===== config.mk =====
export PLATFORM = sky130hd
export DESIGN_NAME = ffsa_ram
export DESIGN_NICKNAME = d
export VERILOG_FILES = /design/src/ffsa_ram.sv
export SDC_FILE = /design/constraint.sdc
export NUM_CORES = 2
export LEC_CHECK = 0
export BUFFER_PORTS_ARGS = -buffer_cell sky130_fd_sc_hd__buf_4
export CAP_MARGIN = 10
export CORE_ASPECT_RATIO = 1.1
export CORE_UTILIZATION = 39
export DETAILED_ROUTE_END_ITERATION = 6
export GPL_TIMING_DRIVEN = 0
export PLACE_DENSITY_LB_ADDON = 0.15
export SLEW_MARGIN = 20
export SYNTH_ARGS = -nofsm -noshare
export SYNTH_HDL_FRONTEND = slang
export SYNTH_SLANG_ARGS = --single-unit

===== constraint.sdc =====
create_clock -name clk -period 4.5 [get_ports clk]
set_input_delay 0.675 -clock clk [delete_from_list [all_inputs] [get_ports clk]]
set_output_delay 0.675 -clock clk [all_outputs]
set_load 0.02 [all_outputs]

===== src/ffsa_ram.sv =====
// ----------------------------------------------------------------------------
// ffsa_ram
// Simple dual-port memory: one write port, one read port, registered read.
// ----------------------------------------------------------------------------
`default_nettype none

module ffsa_ram #(
  parameter int DEPTH = 64,
  parameter int WIDTH = 33
) (
  input  logic                     clk,
  input  logic                     we,
  input  logic [$clog2(DEPTH)-1:0] waddr,
  input  logic [WIDTH-1:0]         wdata,
  input  logic [$clog2(DEPTH)-1:0] raddr,
  output logic [WIDTH-1:0]         rdata
);

  logic [WIDTH-1:0] mem [DEPTH];

  // write port
  always_ff @(posedge clk) begin
    if (we) begin
      mem[waddr] <= wdata;
    end
  end

  // registered read port
  always_ff @(posedge clk) begin
    rdata <= mem[raddr];
  end

endmodule

`default_nettype wire


==> results.cfg <==
[setup_path]
slowest_delay_ps = 1230
r2r-end = rdata[12]
startpoint = raddr[4]
r2r_setup_slack_ps = 2070
crit_end = rdata[12]
slowest_stage = o22ai_1
critPathArrivalTime_ps = 4840
path_cells = clkbuf_1 > nand2_1 > clkbuf_1 > o221ai_1 > o22ai_1 > and3_1
rr_startpoint = mem[33][12]
path_common_cell = clkbuf_1
critPathMaxFanout = 10
crit_path_end_kind = flip-flop
startpoint_type = input port
cp.required_ps = 5290
path_class = in2reg
reg2reg_depth = 4

[routing]
drc_errors = 31
wl_per_cell_um = 36.4
postRouteWirelength_um = 255000
dr.first_iter.drc_count = 5113
ant_nets = 0
num_vias = 41000
drtPass1Iterations = 7
viasPerCell = 5.85

[floorplan]
die_h_um = 481
rows = 175
start_util = 0.393
core_mm2 = 0.207
die_area_mm2 = 0.210
ioPinCount = 80
die_w_um = 437

[pwr]
finalPower_mw = 42.2
p_sw_mw = 9.40
sw_frac_of_total = 0.223
power.leakage_nw = 29.7
pwr-share-comb = 0.057
p_int_mw = 32.8
ir_worst_vdd_mv = 0.412
cellPowerDensity_mw_per_mm2 = 441
clockPowerShare = 0.418
seqPwrFrac = 0.525

[logic_synthesis]
synth-seq-area-share = 0.789
async_reset_ff_frac = 0
yosysTopAreaCell = edfxtp_1
yosys-top-cells-area = edfxtp_1 (78%), mux4_2 (13%), mux2i_1 (1.2%)
synth_mux_area_frac = 0.147
synth-compound-area-share = 0.0261
synthXorXnorAreaFrac = 0
synth_cell_types = 46
synth-seq-cells = 2145
post-synth-top-count-cell = edfxtp_1
synth_fp_nets = 3645
avgSynthCellArea_um2 = 22.6
synth_fa_ha_area_frac = 0
synth_ff_type = edfxtp_1
synth_edf_count = 2112
synth_commonest_cells = edfxtp_1 (2112), mux4_2 (485), nand2_1 (102)
netlist_instances = 3598
synth_simple_gate_area_frac = 0.0227
syn_area_mm2 = 0.0812
ys_warn_count = 0
yosysTopAreaCellShare = 0.781
synth_top_family_by_area = multiplexers

[sta]
drv_slew = 0
fin_crit_sh = 0.898
timing.fmax_mhz = 247
maxSlewHeadroom = 0.0128
tns_ps = 0
worst_pin_slew_ps = 1480
hold_viol_final = 0
fin_crit_ps = 4040
setup_viol = 0
grt_setup_unrepaired = no
fin_skew_ps = 34.5

[clocking]
cts_tree = done
post-cts-setup-buffers = 0
cts_buffers = 215
ctsResizeCount = 0
htreeDepth = 4
clkSinkCount = 2145
cts-root-buf = clkbuf_16
insertion_delay_ps = 870
path_clk_slew_ps = 60
clk_path_buf_depth = 3
cts_hold_buffers = 0

[status]
violations = design-rule violations
outcome = finished with violations

[layout]
fillCellCount = 17200
area_delta_synth_final_pct = 17.8
drive_gt1_frac = 0.286
stdcell_count = 7004
nets = 4068

[placed_design]
portBuffers = 70
gp_congestion = 0.842
dpl.hpwl_um = 172000
dp_cells = 6547

[worst_hold_path]
hold_class = in2reg

[global_routing]
grt_use_total = 0.243
grt_start_max_net_pins = 65
grt_pass1_wl_um = 347000
grt_pass1_vias = 40800
grt.overflow.total = 0
antenna_found_initial = 33

[flow_run]
maxCapViolations = 0
[stage by stage]
| step | setup slack, ps | hold WS [ps] | utilization | area [µm²] |
|---|---|---|---|---|
| after floorplan | 595 | 677 | - | 81200 |
| after global placement | -3480 | 873 | 0.412 | 85200 |
| after detailed placement | -215 | 882 | 0.429 | 88600 |
| after CTS | 678 | 310 | 0.462 | 95500 |
| after global routing | 692 | 355 | 0.463 | 95600 |
| final | 458 | 344 | 0.463 | 95600 |
[registers in the layout, indices dropped and copies added (netlist names)]
name   count
mem     2112
rdata     33
[power by group through the flow]
stage / Sequential [mW] / Clock, mW / Combinational (mW)
final: 22.2 / 17.7 / 2.40
after global routing: 22.2 / 18.6 / 2.49
after CTS: 22.2 / 17.9 / 2.42
after detailed placement: 22.6 / 0 / 2.41
after global placement: 22.6 / 0 / 2.33
after floorplan: 22.6 / 0 / 1.06
[critical path, delay by kind of cell]
family          cells  cell delay (ps)
compound gates      2             1700
simple gates        2             1010
buf+inv             2             1410
[cell usage in the layout (no fill, tap or decap), types with 12 or more instances in the layout]
cell type	n
nand4_1	41
and2_1	12
buf_4	97
mux2i_1	96
clkinv_1	50
a22oi_1	77
nor2_4	62
clkinv_2	35
edfxtp_1	2112
nor2b_1	23
clkbuf_16	219
diode_2	52
and3_1	19
dfxtp_1	33
nand3_1	86
buf_2	61
nand2_1	102
bufinv_16	15
mux4_2	485
buf_12	69
clkbuf_2	13
buf_16	54
o221ai_1	46
o22ai_1	59
a211oi_1	19
clkbuf_1	127
a21oi_1	17
buf_6	31
[per-layer routing]
| layer | up-vias | wire (µm) | track usage |
|---|---|---|---|
| met4 | 4 | 9650 | 0.0900 |
| met2 | 1891 | 124000 | 0.395 |
| li1 | 16300 | - | - |
| met5 | - | 23 | 0 |
| met1 | 22400 | 103000 | 0.329 |
| met3 | 387 | 18400 | 0.0400 |
[worst min path at each step]
stage / cells after the start / start / endpoint
final: 1 / wdata[9] / mem[8][9]
after global routing: 1 / wdata[3] / mem[33][3]
after CTS: 1 / wdata[30] / mem[22][30]
after detailed placement: 4 / mem[27][9] / rdata[9]
after global placement: 4 / mem[26][9] / rdata[9]
after floorplan: 5 / mem[6][18] / rdata[18]
[layout make-up]
class,instances,area (µm²),share of cell area
multi-input cells,1246,16400,0.171
clock buffers,285,5810,0.0607
well taps,2743,3430,0.0359
inverters,3,11.3,0.000118
plain buffers,204,1200,0.0126
repair buffers,206,3500,0.0366
diodes,52,130,0.00136
flip-flops and latches,2145,64100,0.670
clock inverters,120,1090,0.0114
[cells by family (layout without fill, tap and decap cells)]
family | after synthesis | count (layout)
AO/OA/AOI/OAI | 281 | 281
AND/OR/NAND/NOR | 378 | 378
buffers and inverters | 207 | 818
other | 0 | 52
flip-flops | 2145 | 2145
multiplexers | 587 | 587
Power figures use the tool's default switching activity.
